File: src/hdl/eal_pkg.sv
// eal_pkg: shared types and constants for the edit alignment label generator
// depends on nothing; used by eal_ctrl, eal_dp and edit_alignment_label_gen
package eal_pkg;

    localparam int MAX_LEN = 63;
    localparam int IDX_W   = 6;
    localparam int TOK_W   = 32;
    localparam int CST_W   = 6;
    localparam int CFG_W   = 2;

    typedef enum logic [1:0] {
        CMD_NOISY = 2'd0,
        CMD_CLEAN = 2'd1,
        CMD_RUN   = 2'd2
    } cmd_code_t;

    typedef enum logic [CFG_W-1:0] {
        REG_DELETE = 2'd0,
        REG_END    = 2'd1,
        REG_IGNORE = 2'd2,
        REG_KEEP   = 2'd3
    } reg_idx_t;

    typedef enum logic [4:0] {
        ST_IDLE,
        ST_ROW0,
        ST_ROW_RD,
        ST_ROW_LAT,
        ST_CELL_RD,
        ST_CELL_WR,
        ST_INIT_RD,
        ST_INIT_WR,
        ST_TB_CHK,
        ST_TB_RD1,
        ST_TB_RD2,
        ST_TB_DEC,
        ST_ND_RD,
        ST_ND_WR,
        ST_FX_RD1,
        ST_FX_RD2,
        ST_FX_SW,
        ST_FX_SW2,
        ST_FX_FRD,
        ST_FX_FIL,
        ST_FX_LAST,
        ST_FX_LWR,
        ST_EM_RD,
        ST_EM_LD,
        ST_EM_WAIT
    } state_t;

    typedef struct packed {
        state_t op;
    } ctrl_t;

    typedef struct packed {
        logic run_cmd;
        logic n_zero;
        logic m_zero;
        logic i_last;
        logic j_last;
        logic k_last;
        logic k_zero;
        logic k_fx_last;
        logic tb_done;
        logic swap;
        logic out_done;
        logic out_last;
    } stat_t;

endpackage

File: src/hdl/eal_ctrl.sv
// eal_ctrl: sequencer for table fill, traceback, label passes and result output
// depends on eal_pkg (state_t, ctrl_t, stat_t)
module eal_ctrl (
    input  logic           clk,
    input  logic           rst_n,
    input  eal_pkg::stat_t stat,
    output eal_pkg::ctrl_t ctrl
);

    eal_pkg::state_t state_reg;
    eal_pkg::state_t state_next;

    always_ff @(posedge clk or negedge rst_n)
    begin
        if (!rst_n)
        begin
            state_reg <= eal_pkg::ST_IDLE;
        end
        else
        begin
            state_reg <= state_next;
        end
    end

    always_comb
    begin
        state_next = state_reg;
        ctrl.op    = state_reg;
        case (state_reg)
            eal_pkg::ST_IDLE:
            begin
                if (stat.run_cmd)
                    state_next = eal_pkg::ST_ROW0;
            end
            eal_pkg::ST_ROW0:
            begin
                if (stat.j_last)
                    state_next = stat.n_zero ? eal_pkg::ST_INIT_RD : eal_pkg::ST_ROW_RD;
            end
            eal_pkg::ST_ROW_RD:  state_next = eal_pkg::ST_ROW_LAT;
            eal_pkg::ST_ROW_LAT:
            begin
                if (!stat.m_zero)
                    state_next = eal_pkg::ST_CELL_RD;
                else if (stat.i_last)
                    state_next = eal_pkg::ST_INIT_RD;
                else
                    state_next = eal_pkg::ST_ROW_RD;
            end
            eal_pkg::ST_CELL_RD: state_next = eal_pkg::ST_CELL_WR;
            eal_pkg::ST_CELL_WR:
            begin
                if (!stat.j_last)
                    state_next = eal_pkg::ST_CELL_RD;
                else if (stat.i_last)
                    state_next = eal_pkg::ST_INIT_RD;
                else
                    state_next = eal_pkg::ST_ROW_RD;
            end
            eal_pkg::ST_INIT_RD: state_next = eal_pkg::ST_INIT_WR;
            eal_pkg::ST_INIT_WR:
            begin
                state_next = stat.k_last ? eal_pkg::ST_TB_CHK : eal_pkg::ST_INIT_RD;
            end
            eal_pkg::ST_TB_CHK:
            begin
                if (!stat.tb_done)
                    state_next = eal_pkg::ST_TB_RD1;
                else
                    state_next = stat.n_zero ? eal_pkg::ST_FX_LAST : eal_pkg::ST_ND_RD;
            end
            eal_pkg::ST_TB_RD1:  state_next = eal_pkg::ST_TB_RD2;
            eal_pkg::ST_TB_RD2:  state_next = eal_pkg::ST_TB_DEC;
            eal_pkg::ST_TB_DEC:  state_next = eal_pkg::ST_TB_CHK;
            eal_pkg::ST_ND_RD:   state_next = eal_pkg::ST_ND_WR;
            eal_pkg::ST_ND_WR:
            begin
                state_next = stat.k_zero ? eal_pkg::ST_FX_RD1 : eal_pkg::ST_ND_RD;
            end
            eal_pkg::ST_FX_RD1:  state_next = eal_pkg::ST_FX_RD2;
            eal_pkg::ST_FX_RD2:  state_next = eal_pkg::ST_FX_SW;
            eal_pkg::ST_FX_SW:
            begin
                state_next = stat.swap ? eal_pkg::ST_FX_SW2 : eal_pkg::ST_FX_FRD;
            end
            eal_pkg::ST_FX_SW2:  state_next = eal_pkg::ST_FX_FRD;
            eal_pkg::ST_FX_FRD:  state_next = eal_pkg::ST_FX_FIL;
            eal_pkg::ST_FX_FIL:
            begin
                state_next = stat.k_fx_last ? eal_pkg::ST_FX_LAST : eal_pkg::ST_FX_RD1;
            end
            eal_pkg::ST_FX_LAST: state_next = eal_pkg::ST_FX_LWR;
            eal_pkg::ST_FX_LWR:  state_next = eal_pkg::ST_EM_RD;
            eal_pkg::ST_EM_RD:   state_next = eal_pkg::ST_EM_LD;
            eal_pkg::ST_EM_LD:   state_next = eal_pkg::ST_EM_WAIT;
            eal_pkg::ST_EM_WAIT:
            begin
                if (stat.out_done)
                    state_next = stat.out_last ? eal_pkg::ST_IDLE : eal_pkg::ST_EM_RD;
            end
            default:             state_next = eal_pkg::ST_IDLE;
        endcase
    end

endmodule

File: config.mk
export PLATFORM = sky130hd
export DESIGN_NAME = eal_ctrl
export DESIGN_NICKNAME = d
export VERILOG_FILES = /design/src/hdl/eal_pkg.sv /design/src/hdl/eal_ctrl.sv
export SDC_FILE = /design/constraint.sdc
export NUM_CORES = 1
export LEC_CHECK = 0
export ABC_AREA = 1
export BUFFER_PORTS_ARGS = -buffer_cell sky130_fd_sc_hd__buf_2
export CORE_AREA = 2 2 39 41
export CTS_BUF_LIST = sky130_fd_sc_hd__clkbuf_4
export DETAILED_ROUTE_END_ITERATION = 7
export DIE_AREA = 0 0 41 43
export GPL_ROUTABILITY_DRIVEN = 1
export PLACE_DENSITY = 0.75
export SYNTH_ARGS = -nofsm -noshare
export SYNTH_HDL_FRONTEND = slang
export SYNTH_SLANG_ARGS = --single-unit
export TNS_END_PERCENT = 5
File: constraint.sdc
create_clock -name clk -period 2.2 [get_ports clk]
set_input_delay 0.44 -clock clk [delete_from_list [all_inputs] [get_ports clk]]
set_output_delay 0.44 -clock clk [all_outputs]
set_load 0.05 [all_outputs]
Word level (Yosys, flattened, before mapping)
Index checks and enable logic that the tools add are counted.
- flip-flop bits (word level): 5
- latch bits: 0
- bits in writable memories: 0
- bits in read-only memories: 0
- bits of input ports: 14
- output and inout port bits: 5
- word-level logic and storage cells: 45
- memories: 0
- $add $sub $neg: 0
- $mul: 0
- divide/modulo/power cells: 0
- $lt $le $gt $ge: 0
- equality and inequality tests: 27
- shift-type cells: 0
- mux-type cells: 15
- bitwise logic cells: 0
- reduce and logical (&&, ||, !) cells: 2
- operators with widths (operator ; number):
    $pmux 5 s25 ; 1
    $eq 5x5->1 const B ; 9
    $eq 5x4->1 const B ; 8
    $mux 5 ; 8
    $eq 5x3->1 const B ; 4
    $eq 5x2->1 const B ; 2
    $mux 3 ; 3
    $ne 2x2->1 const B ; 3
    $eq 5x1->1 const B ; 1
    $logic_not 5->1 ; 1
    $mux 2 ; 2
    $mux 4 ; 1
    $reduce_and 3->1 ; 1

Depth between registers and ports, before layout
Gate-level depths: netlist of run 1.
- depth in word-level cells: 3
- mapped depth: 10
- mapped depth without buffers: 10

Worst setup path after synthesis of run 1
OpenSTA, ideal clock, no wires.
- path kind: register to register
- from: register state_reg[0], in the netlist ctrl[0]
- to: register state_reg[1], in the netlist ctrl[1]
- library setup time: 71 ps
- data arrival time: 1451 ps
- data required time: 2129 ps
- path slack: 677 ps
- stages on the path, launching flop included: 8
- buffers on the path: 0
- clock period less this slack: 1523 ps
- cells stage by stage: dfrtp_1 -> nand2_1 -> clkinv_1 -> nand3_2 -> or2_1 -> nand3_1 -> nor2_1 -> nor2_1
- cells in the longest elaborated chain, start to end: 3
- elaborated cells between the ends (all ways): 30
- those cells by class: eq/ne: 27; mux: 1; reduce/logical: 2
- RTL lines (element ; RTL line ; text):
    start, declared ; eal_ctrl.sv:10 ; eal_pkg::state_t state_reg;
    start signal, assigned ; eal_ctrl.sv:17 ; state_reg <= eal_pkg::ST_IDLE;
    start signal, assigned ; eal_ctrl.sv:21 ; state_reg <= state_next;
    branches (longest 3 deep; another with $pmux 5 s25) ; - ;
Several ways; the timed one is not identified.
A chain may end at the register's enable or synchronous reset.

Worst setup path after layout of run 1
- from: register state_reg[4], in the netlist ctrl[4]
- to: output port ctrl[4] in the netlist's numbering
- RTL lines (element ; RTL line ; text):
    end, declared ; eal_ctrl.sv:7 ; output eal_pkg::ctrl_t ctrl
No word-level cell between the ends.

==> metrics.cfg, run 1 <==
[outcome]
status = complete, no violations

[global_routing]
antenna_found_initial = 0
grt_overflow = 0
grt_usage_pct = 26.26
first_global_vias = 751
grt_max_degree = 12
grt_pass1_wl_um = 3084

[setup_path]
crit_required_ns = 1.76
ff2ff_path_depth = 9
regToRegEndpoint = ctrl[0]
end_kind = output pin
r2r-start = ctrl[2]
crit_start = ctrl[4]
path_depth = 1
cpMaxStageDelayCell = dfrtp_1
arrival_ns = 1.18
cp-start-kind = flop
worstSetupPathType = flop to output pin
r2r_setup_slack_ns = 0.72
cpPeakStageDelay_ns = 0.58
crit_path_end = ctrl[4]
crit_buf_inv = 1
cp_max_fo = 11
path_delay_family = flip-flops
crit_chain = buf_2

[logic_synthesis]
muxShareOfSynthArea_pct = 0
netlist_area_sq_um = 666.9
synth_xor_area_share_pct = 0
ys_seq_area_share_pct = 18.76
netlist_instances = 122
yosysUniqueCellTypes = 20
synth_area_per_cell_sq_um = 5.466
yosys.area_share.adder_pct = 0
yosys_warnings = 0
synth_nets = 136
synthSimpleGateAreaFrac_pct = 62.85
synth-compound-area-share_pct = 4.315
synth_top_family_by_area = simple AND/OR/NAND/NOR gates
ys_seq_elements = 5

[die]
start_util_pct = 48.19
num_io_pins = 19
rows = 14
die_y_um = 43
die_w_um = 41
core_area_sq_um = 1384
dieArea_sq_um = 1763

[hold_path]
hold_path.class = input port to flop

[placement]
dp_slack_ns = 0.7470
gp_congestion = 1.002
io_buffers = 18
placedCellCount = 154
dp_hpwl_um = 1554

[power]
power.switching_mw = 0.7536
p_leak_nw = 0.4734
netSwitchingFraction_pct = 63.11
irDropWorstVdd_mv = 0.9818
p_int_mw = 0.4406
seqPwrFrac_pct = 20.2
p_clk_share_pct = 9.5
combPwrFrac_pct = 70.3
power.density_nw_per_um2 = 1501
total_power_mw = 1.194

[timing]
report.final.slew_viol_count = 0
max_freq_mhz = 616.8
min_period_ns = 1.621
period_share_pct = 73.69
maxSlewHeadroom_pct = 73.49
worst_pin_slew_ns = 0.3976
setup_tns_ns = 0
rsz0062_at_grt = no
hold_viol_final = 0
setup_violations = 0
final.setup.worst_slack_ns = 0.5787
fin_skew_ns = 0.003314

[finish]
final_common_cell = nand2_1
fillers = 148
layout_common_cells = nand2_1, nor2_1, buf_2
stdcell_count = 159
diodes = 0
utilization_pct = 57.50
drive_gt1_share_pct = 25.87
syn2layout_area_growth_pct = 19.32
largest_reg_flops = 5
nNetsFinal = 158

[flow_run]
maxCapViolCount = 0

[clock_tree]
clk_pin_slew_worst_paths_ns = 0.05
cts_root_buffer = clkbuf_4
cts_buffers = 3
clock_sinks = 5
clockBufferDepth = 2
ctsResizeCount = 0
cts_tree = built
clock_latency_ns = 0.26
htreeDepth = 1

[route]
avgViaCountPerCell = 5.289
drc = 0
wirelength_um = 1927
postRouteAntennaNets = 0
wl_per_cell_um = 12.12
vias = 841
drt_first_pass_iters = 4
first_iter_violations = 38

-- cells in the mapped netlist --
cell	n	share of area (%)
nor2_4	2	3.4
o21ai_0	3	2.3
nor2_2	3	2.8
or2_1	1	0.94
nor3_2	1	1.5
o2111ai_1	1	1.3
nor2_1	22	12
nand3_2	2	3.0
nand4_1	4	3.8
clkinv_1	1	0.56
nand3_1	15	11
dfrtp_1	5	19
buf_6	1	1.7
o21ai_1	1	0.75
inv_2	4	2.3
nand2_1	36	20
nand2_2	3	2.8
inv_1	15	8.4
buf_4	1	1.1
nor3_1	1	0.75
-- stage by stage --
step	cell area, sq um	hold WS (ns)
3_5_place_dp	758.2	0.2605
2_1_floorplan	666.9	0.1444
3_3_place_gp	758.2	0.2552
4_1_cts	795.8	0.4704
5_1_grt	795.8	0.5174
6_report	795.8	0.4714
-- cell type report --
type                            count  area (sq um)  area share [%]
Clock buffer                        3         22.52           2.830
Inverter                           20         75.07           9.434
Multi-Input combinational cell     95         447.9           56.29
Timing Repair Buffer               19         100.1           12.58
Tap cell                           16         20.02           2.516
Sequential cell                     5         125.1           15.72
Clock inverter                      1         5.005          0.6289
-- worst min path at each step --
stage | from | cells after the start | end | slack (ns)
2_1_floorplan | rst_n | 0 | ctrl[0] | 0.14
3_3_place_gp | rst_n | 1 | ctrl[0] | 0.26
3_5_place_dp | rst_n | 1 | ctrl[2] | 0.26
4_1_cts | stat[1] | 4 | ctrl[4] | 0.47
5_1_grt | stat[7] | 4 | ctrl[0] | 0.52
6_report | stat[1] | 4 | ctrl[4] | 0.47
-- logic make-up after synthesis --
group,after synthesis
flops,5
buf+inv,22
simple gates,90
compound gates,5
-- what timing repair did --
action | CTS | global route
buffers inserted | 0 | 0
setup endpoints to repair | 0 | 0
endpoints found under the hold margin | 5 | 0
hold buffers | 1 | 0
-- per-layer routing --
layer  track usage (%)  vias to the layer above  routed length (um)
li1                  -                      426                   -
met1             36.39                      352                 822
met2             36.88                       52                 866
met3            0.5236                       11                 139
met4             20.00                        0                  97
met5                 0                        -                   0
-- power groups by stage --
stage	Combinational, mW	Clock, mW	Sequential [mW]
2_1_floorplan	0.553	0	0.338
5_1_grt	0.929	0.115	0.253
3_3_place_gp	0.824	0	0.239
4_1_cts	0.832	0.116	0.239
6_report	0.840	0.114	0.241
3_5_place_dp	0.826	0	0.241
(Power assumes the default switching activity.)
==> inputs of run 2 (changes only) <==
ABC_AREA = 0   (was 1)
PLACE_DENSITY = 0.69   (was 0.75)
clock period = 1.7 ns   (was 2.2 ns; I/O delays follow)
==> run 2 against run 1 <==
  * Cell area down 11%
  * Synthesized cell count is 37% lower
  * Clock-buffer cell count is 1 higher
  * Combinational power is 23% higher
  * Sequential share of layout area up 2.0 points
  * Die area did not move
==> metrics.cfg, run 2 <==
[hold_path]
hold_path.class = input port to flop  ; unchanged
hp-start = stat[1]  ; unchanged
holdPathEnd = ctrl[4]  ; unchanged
worstHoldPathCells = 2  ; was 4

[power]
power.density_nw_per_um2 = 2196  ; was 1501 nW/um^2
seqPwrFrac_pct = 23.6  ; was 20.2%
netSwitchingFraction_pct = 56.70  ; was 63.11%
power.switching_mw = 0.8866  ; was 0.7536 mW
p_int_mw = 0.6770  ; was 0.4406 mW
p_leak_nw = 0.3130  ; was 0.4734 nW
irDropWorstVdd_mv = 1.022  ; was 0.9818 mV
combPwrFrac_pct = 66.1  ; was 70.3%
p_clk_share_pct = 10.3  ; was 9.5%

[setup_path]
regToRegEndpoint = ctrl[2]  ; was ctrl[0]
end_kind = output pin  ; unchanged
cpPeakStageDelay_ns = 0.67  ; was 0.58 ns
arrival_ns = 1.29  ; was 1.18 ns
crit_buf_inv = 1  ; unchanged
worstSetupPathType = flop to output pin  ; unchanged
ff2ff_path_depth = 3  ; was 9
r2r-start = ctrl[0]  ; was ctrl[2]
path_delay_family = flip-flops  ; unchanged
cpMaxStageDelayCell = dfrtp_1  ; unchanged
cp_max_fo = 16  ; was 11
crit_chain = buf_2  ; unchanged
r2r_setup_slack_ns = 0.11  ; was 0.72 ns
cp-start-kind = flop  ; unchanged
crit_required_ns = 1.36  ; was 1.76 ns

[global_routing]
first_global_vias = 567  ; was 751
grt_overflow = 0  ; unchanged
antenna_found_initial = 0  ; unchanged
grt_usage_pct = 20.71  ; was 26.26%
grt_max_degree = 23  ; was 12
grt_pass1_wl_um = 2504  ; was 3084 um

[placement]
io_buffers = 18  ; unchanged
dp_hpwl_um = 1170  ; was 1554 um
gp_congestion = 0.8177  ; was 1.002
place_area_sq_um = 670.6  ; was 758.2 sq um

[die]
dieArea_sq_um = 1763  ; unchanged
die_w_um = 41  ; unchanged
core_area_sq_um = 1384  ; unchanged
num_io_pins = 19  ; unchanged
die_y_um = 43  ; unchanged
rows = 14  ; unchanged
start_util_pct = 42.86  ; was 48.19%

[clock_tree]
cts_buffers = 3  ; unchanged
clk_pin_slew_worst_paths_ns = 0.05  ; about the same
clockBufferDepth = 2  ; unchanged
clock_latency_ns = 0.25  ; was 0.26 ns
htreeDepth = 1  ; unchanged
cts_root_buffer = clkbuf_4  ; unchanged
clock_sinks = 5  ; unchanged
cts_tree = built  ; unchanged

[flow_run]
maxCapViolCount = 0  ; unchanged

[logic_synthesis]
synth_common_cells = nor2_1, o21ai_0, dfrtp_1, nand2_1  ; was nand2_1, nor2_1, inv_1, nand3_1, dfrtp_1
yosysUniqueCellTypes = 35  ; was 20
yosys.area.top_type = dfrtp_1  ; was nand2_1
synth_area_per_cell_sq_um = 7.702  ; was 5.466 sq um
yosys_warnings = 0  ; unchanged
yosys.area_share.adder_pct = 0  ; unchanged
synth_flop_cell = dfrtp_1  ; unchanged
synth-edff-count = 0  ; unchanged
synth_xor_area_share_pct = 0  ; unchanged
ys_seq_elements = 5  ; unchanged
muxShareOfSynthArea_pct = 3.376  ; was 0%
netlist_area_sq_um = 593.1  ; was 666.9 sq um
synthSimpleGateAreaFrac_pct = 29.96  ; was 62.85%
synth_top_family_by_area = compound AO/OA/AOI/OAI gates  ; was simple AND/OR/NAND/NOR gates
ys_seq_area_share_pct = 21.10  ; was 18.76%
netlist_instances = 77  ; was 122
synth_nets = 91  ; was 136
yosys-top-cells-area = dfrtp_1, o21ai_0, a2111oi_4  ; was nand2_1, dfrtp_1, nor2_1
async_flop_share_pct = 100.0  ; unchanged
synth-compound-area-share_pct = 35.02  ; was 4.315%
yosysTopAreaCellShare_pct = 21.10  ; was 20.26%

[finish]
layout_common_cells = buf_2, nor2_1, o21ai_0  ; was nand2_1, nor2_1, buf_2
fin_area_sq_um = 711.9  ; was 795.8 sq um
largest_reg_flops = 5  ; unchanged
drive_gt1_share_pct = 33.33  ; was 25.87%
final_common_cell = buf_2  ; was nand2_1
nNetsFinal = 111  ; was 158
diodes = 0  ; unchanged
syn2layout_area_growth_pct = 20.04  ; was 19.32%

[timing]
worst_pin_slew_ns = 0.5345  ; was 0.3976 ns
report.final.slew_viol_count = 0  ; unchanged
fin_skew_ns = 0.002273  ; was 0.003314 ns
min_period_ns = 1.627
period_share_pct = 95.69
setup_violations = 0  ; unchanged
hold_viol_final = 0  ; unchanged
maxSlewHeadroom_pct = 64.37  ; was 73.49%
max_freq_mhz = 614.7
rsz0062_at_grt = no  ; unchanged
setup_tns_ns = 0  ; unchanged

[outcome]
status = complete, no violations  ; unchanged

[route]
postRouteAntennaNets = 0  ; unchanged
wl_per_cell_um = 14.10  ; was 12.12 um
drc = 0  ; unchanged
first_iter_violations = 14  ; was 38
drt_first_pass_iters = 4  ; unchanged
vias = 681  ; was 841
avgViaCountPerCell = 6.080  ; was 5.289
wirelength_um = 1579  ; was 1927 um

-- run 2: cell count changes after synthesis, moves of 3 or more --
cell and change:
nor2b_1 +4, nand2_2 -3, inv_1 -13, a31oi_1 +4, nor2_1 -16, nand4_1 -3, o21ai_0 +3, nand3_1 -12
a21oi_1 +3, nand2_1 -31, o21ai_1 +3
-- run 2: kinds of logic after synthesis --
| family | after synthesis |
|---|---|
| AO/OA/AOI/OAI | 29 |
| buffers and inverters | 10 |
| flip-flops | 5 |
| multiplexers | 2 |
| AND/OR/NAND/NOR | 31 |
-- run 2: routing by layer --
layer,routed length (um),vias to the layer above,global-route usage [%]
met3,74,4,5.759
met1,747,320,29.84
met2,715,24,26.56
li1,-,333,-
met5,0,-,0
met4,40,0,12.00
-- run 2: layout make-up --
class,count,area (sq um)
Clock buffer,4,30.03
Fill cell,145,671.9
Inverter,4,15.01
Multi-Input combinational cell,62,405.4
Sequential cell,5,126.4
Tap cell,16,20.02
Timing Repair Buffer,21,115.1
-- run 2: stage by stage --
| step | utilization, % | cells | total power [mW] | setup WS [ns] | hold slack (ns) |
|---|---|---|---|---|---|
| after floorplan | - | 77 | 1.215 | 0.08703 | 0.04441 |
| after global placement | 48.46 | 107 | 1.387 | 0.1548 | 0.1574 |
| after detailed placement | 48.46 | 107 | 1.399 | 0.1271 | 0.1563 |
| after CTS | 51.36 | 112 | 1.563 | 0.008237 | 0.3182 |
| after global routing | 51.45 | 112 | 1.681 | 0.01254 | 0.3200 |
| final | 51.45 | 112 | 1.564 | 0.07331 | 0.3194 |
-- run 2: worst max-delay path by stage --
stage / from / end / slack, ns / cells after the start
after global placement: ctrl[4] / ctrl[1] / 0.15 / 4
after floorplan: ctrl[2] / ctrl[4] / 0.09 / 5
after global routing: ctrl[0] / ctrl[2] / 0.01 / 3
final: ctrl[0] / ctrl[0] / 0.07 / 1
after CTS: ctrl[4] / ctrl[4] / 0.008 / 1
after detailed placement: ctrl[0] / ctrl[2] / 0.13 / 3
-- run 2: repair_timing --
action,4_1_cts,5_1_grt
buffers inserted,0,0
hold buffers,1,0
endpoints found under the hold margin,5,0
resized for setup,0,1
endpoints found under the setup margin,0,3
-- run 2: power by group through the flow --
stage / clock network, mW / logic (mW) / registers, mW
after detailed placement: 0 / 1.03 / 0.365
after global placement: 0 / 1.03 / 0.358
after floorplan: 0 / 0.765 / 0.450
final: 0.161 / 1.03 / 0.369
after global routing: 0.173 / 1.12 / 0.388
after CTS: 0.163 / 1.04 / 0.363
==> inputs of run 3 (changes only) <==
REMOVE_ABC_BUFFERS = 1   (was not set)
==> run 3 against run 2 <==
  * Register-to-register slack better by 0.02 ns
  * Highest routed layer unchanged
  * Largest cell class unchanged
  * Clock skew up 0.0049 ns
  * Sequential power down 9.5%
  * Cell count up 4.5%
  * Critical endpoint unchanged
  * Total power up 6.4%
  * Combinational power up 14%
  * Worst hold slack better by 0.0074 ns
  * Global-route usage up 2.7 points
  * Cell area up 5.1%
==> metrics.cfg, run 3 (same netlist as run 2, synthesis figures left out) <==
[outcome]
status = complete, no violations  ; unchanged

[timing]
worst_pin_slew_ns = 0.5103  ; was 0.5345 ns
report.final.slew_viol_count = 0  ; unchanged
min_period_ns = 1.611  ; was 1.627 ns
maxSlewHeadroom_pct = 65.98  ; was 64.37%
rsz0062_at_grt = no  ; unchanged
max_freq_mhz = 620.6  ; was 614.7 MHz
whs_ns = 0.3269  ; was 0.3194 ns
hold_viol_final = 0  ; unchanged
period_share_pct = 94.79  ; was 95.69%
setup_violations = 0  ; unchanged
setup_tns_ns = 0  ; unchanged
final.setup.worst_slack_ns = 0.08863  ; was 0.07331 ns
fin_skew_ns = 0.007163  ; was 0.002273 ns

[finish]
register_area_sq_um = 125.1  ; was 126.4 sq um
final_common_cell = buf_2  ; unchanged
multi_input_area_sq_um = 405.4  ; unchanged
layout_common_cells = buf_2, buf_4, nor2_1, o21ai_0  ; was buf_2, nor2_1, o21ai_0
diodes = 0  ; unchanged
fillers = 141  ; was 145
syn2layout_area_growth_pct = 26.16  ; was 20.04%
drive_gt1_share_pct = 35.64  ; was 33.33%
stdcell_count = 117  ; was 112
largest_reg_flops = 5  ; unchanged
nNetsFinal = 116  ; was 111

[setup_path]
arrival_ns = 1.27  ; was 1.29 ns
cpMaxStageDelayCell = dfrtp_1  ; unchanged
r2r-start = ctrl[0]  ; unchanged
cp-start-kind = flop  ; unchanged
worstSetupPathType = flop to output pin  ; unchanged
regToRegEndpoint = ctrl[2]  ; unchanged
cpPeakStageDelay_ns = 0.65  ; was 0.67 ns
crit_buf_inv = 1  ; unchanged
cp_max_fo = 16  ; unchanged
crit_chain = buf_2  ; unchanged
crit_required_ns = 1.36  ; about the same
path_delay_family = flip-flops  ; unchanged
r2r_setup_slack_ns = 0.13  ; was 0.11 ns
end_kind = output pin  ; unchanged
ff2ff_path_depth = 3  ; unchanged

[power]
irDropWorstVdd_mv = 1.201  ; was 1.022 mV
total_power_mw = 1.664  ; was 1.564 mW
power.density_nw_per_um2 = 2224  ; was 2196 nW/um^2
p_leak_nw = 0.3393  ; was 0.3130 nW

[placement]
placedCellCount = 112  ; was 107
dp_hpwl_um = 1334  ; was 1170 um
io_buffers = 18  ; unchanged
dp_slack_ns = 0.1794  ; was 0.1271 ns
gp_congestion = 0.9111  ; was 0.8177

[global_routing]
grt_overflow = 0  ; unchanged
grt_usage_pct = 23.36  ; was 20.71%
antenna_found_initial = 0  ; unchanged
grt_max_degree = 17  ; was 23
grt_pass1_wl_um = 2801  ; was 2504 um
first_global_vias = 661  ; was 567

[clock_tree]
cts_root_buffer = clkbuf_4  ; unchanged
cts_buffers = 3  ; unchanged
clock_latency_ns = 0.25  ; about the same
clockBufferDepth = 2  ; unchanged
cts_setup_buffers = 0  ; unchanged
clk_pin_slew_worst_paths_ns = 0.05  ; about the same
cts_tree = built  ; unchanged
htreeDepth = 1  ; unchanged
clock_sinks = 5  ; unchanged

[route]
first_iter_violations = 25  ; was 14
postRouteAntennaNets = 0  ; unchanged
vias = 707  ; was 681
drt_first_pass_iters = 4  ; unchanged
drc = 0  ; unchanged
wl_per_cell_um = 14.60  ; was 14.10 um
wirelength_um = 1708  ; was 1579 um
avgViaCountPerCell = 6.043  ; was 6.080

[die]
core_area_sq_um = 1384  ; unchanged
start_util_pct = 42.86  ; unchanged
dieArea_sq_um = 1763  ; unchanged
die_w_um = 41  ; unchanged
die_y_um = 43  ; unchanged
num_io_pins = 19  ; unchanged
rows = 14  ; unchanged

[hold_path]
hold_path.class = input port to flop  ; unchanged
holdPathEnd = ctrl[4]  ; unchanged
worstHoldPathCells = 2  ; unchanged
hp-start = stat[1]  ; unchanged

[flow_run]
maxCapViolCount = 0  ; unchanged

run 3: cell count changes in the layout (fill, tap and decap cells not counted), sizes merged:
cell / change
buf: +5
run 3: power breakdown:
| group | leakage (nW) | internal [mW] | switching [mW] |
|---|---|---|---|
| Combinational | 0.258 | 0.455 | 0.716 |
| Clock | 0.0184 | 0.105 | 0.0543 |
| Sequential | 0.0624 | 0.182 | 0.151 |
| Total | 0.339 | 0.742 | 0.922 |
run 3: area by class of cell:
class / count / share of cell area, %
Timing Repair Buffer: 26 / 20.40
Inverter: 4 / 2.007
Tap cell: 16 / 2.676
Multi-Input combinational cell: 62 / 54.18
Sequential cell: 5 / 16.72
Clock buffer: 4 / 4.013
run 3: repair_timing:
| item | 4_1_cts | 5_1_grt |
|---|---|---|
| endpoints found under the hold margin | 5 | 0 |
| resized for setup | 0 | 0 |
| hold buffers | 1 | 0 |
run 3: stage by stage:
| stage | util [%] | instance area, sq um |
|---|---|---|
| 5_1_grt | 54.07 | 748.2 |
| 3_3_place_gp | 51.18 | 708.2 |
| 2_1_floorplan | - | 545.5 |
| 6_report | 54.07 | 748.2 |
| 4_1_cts | 54.07 | 748.2 |
| 3_5_place_dp | 51.18 | 708.2 |
run 3: worst max path at each step:
stage	start	to	slack [ns]	cells past startpoint
CTS	ctrl[0]	ctrl[0]	0.12	1
global route	ctrl[0]	ctrl[2]	0.04	3
global placement	ctrl[0]	ctrl[1]	0.19	4
detailed placement	ctrl[0]	ctrl[2]	0.18	3
floorplan	ctrl[2]	ctrl[4]	-0.04	5
finish	ctrl[0]	ctrl[0]	0.09	1
run 3: layer usage:
metal  GRT usage (%)  vias up  share of wire, %
li1                -      340                 -
met1           29.87      322                44
met2           34.69       36                46
met3           3.665        9               6.1
met4           14.67        0               3.5
met5               0        -                 0
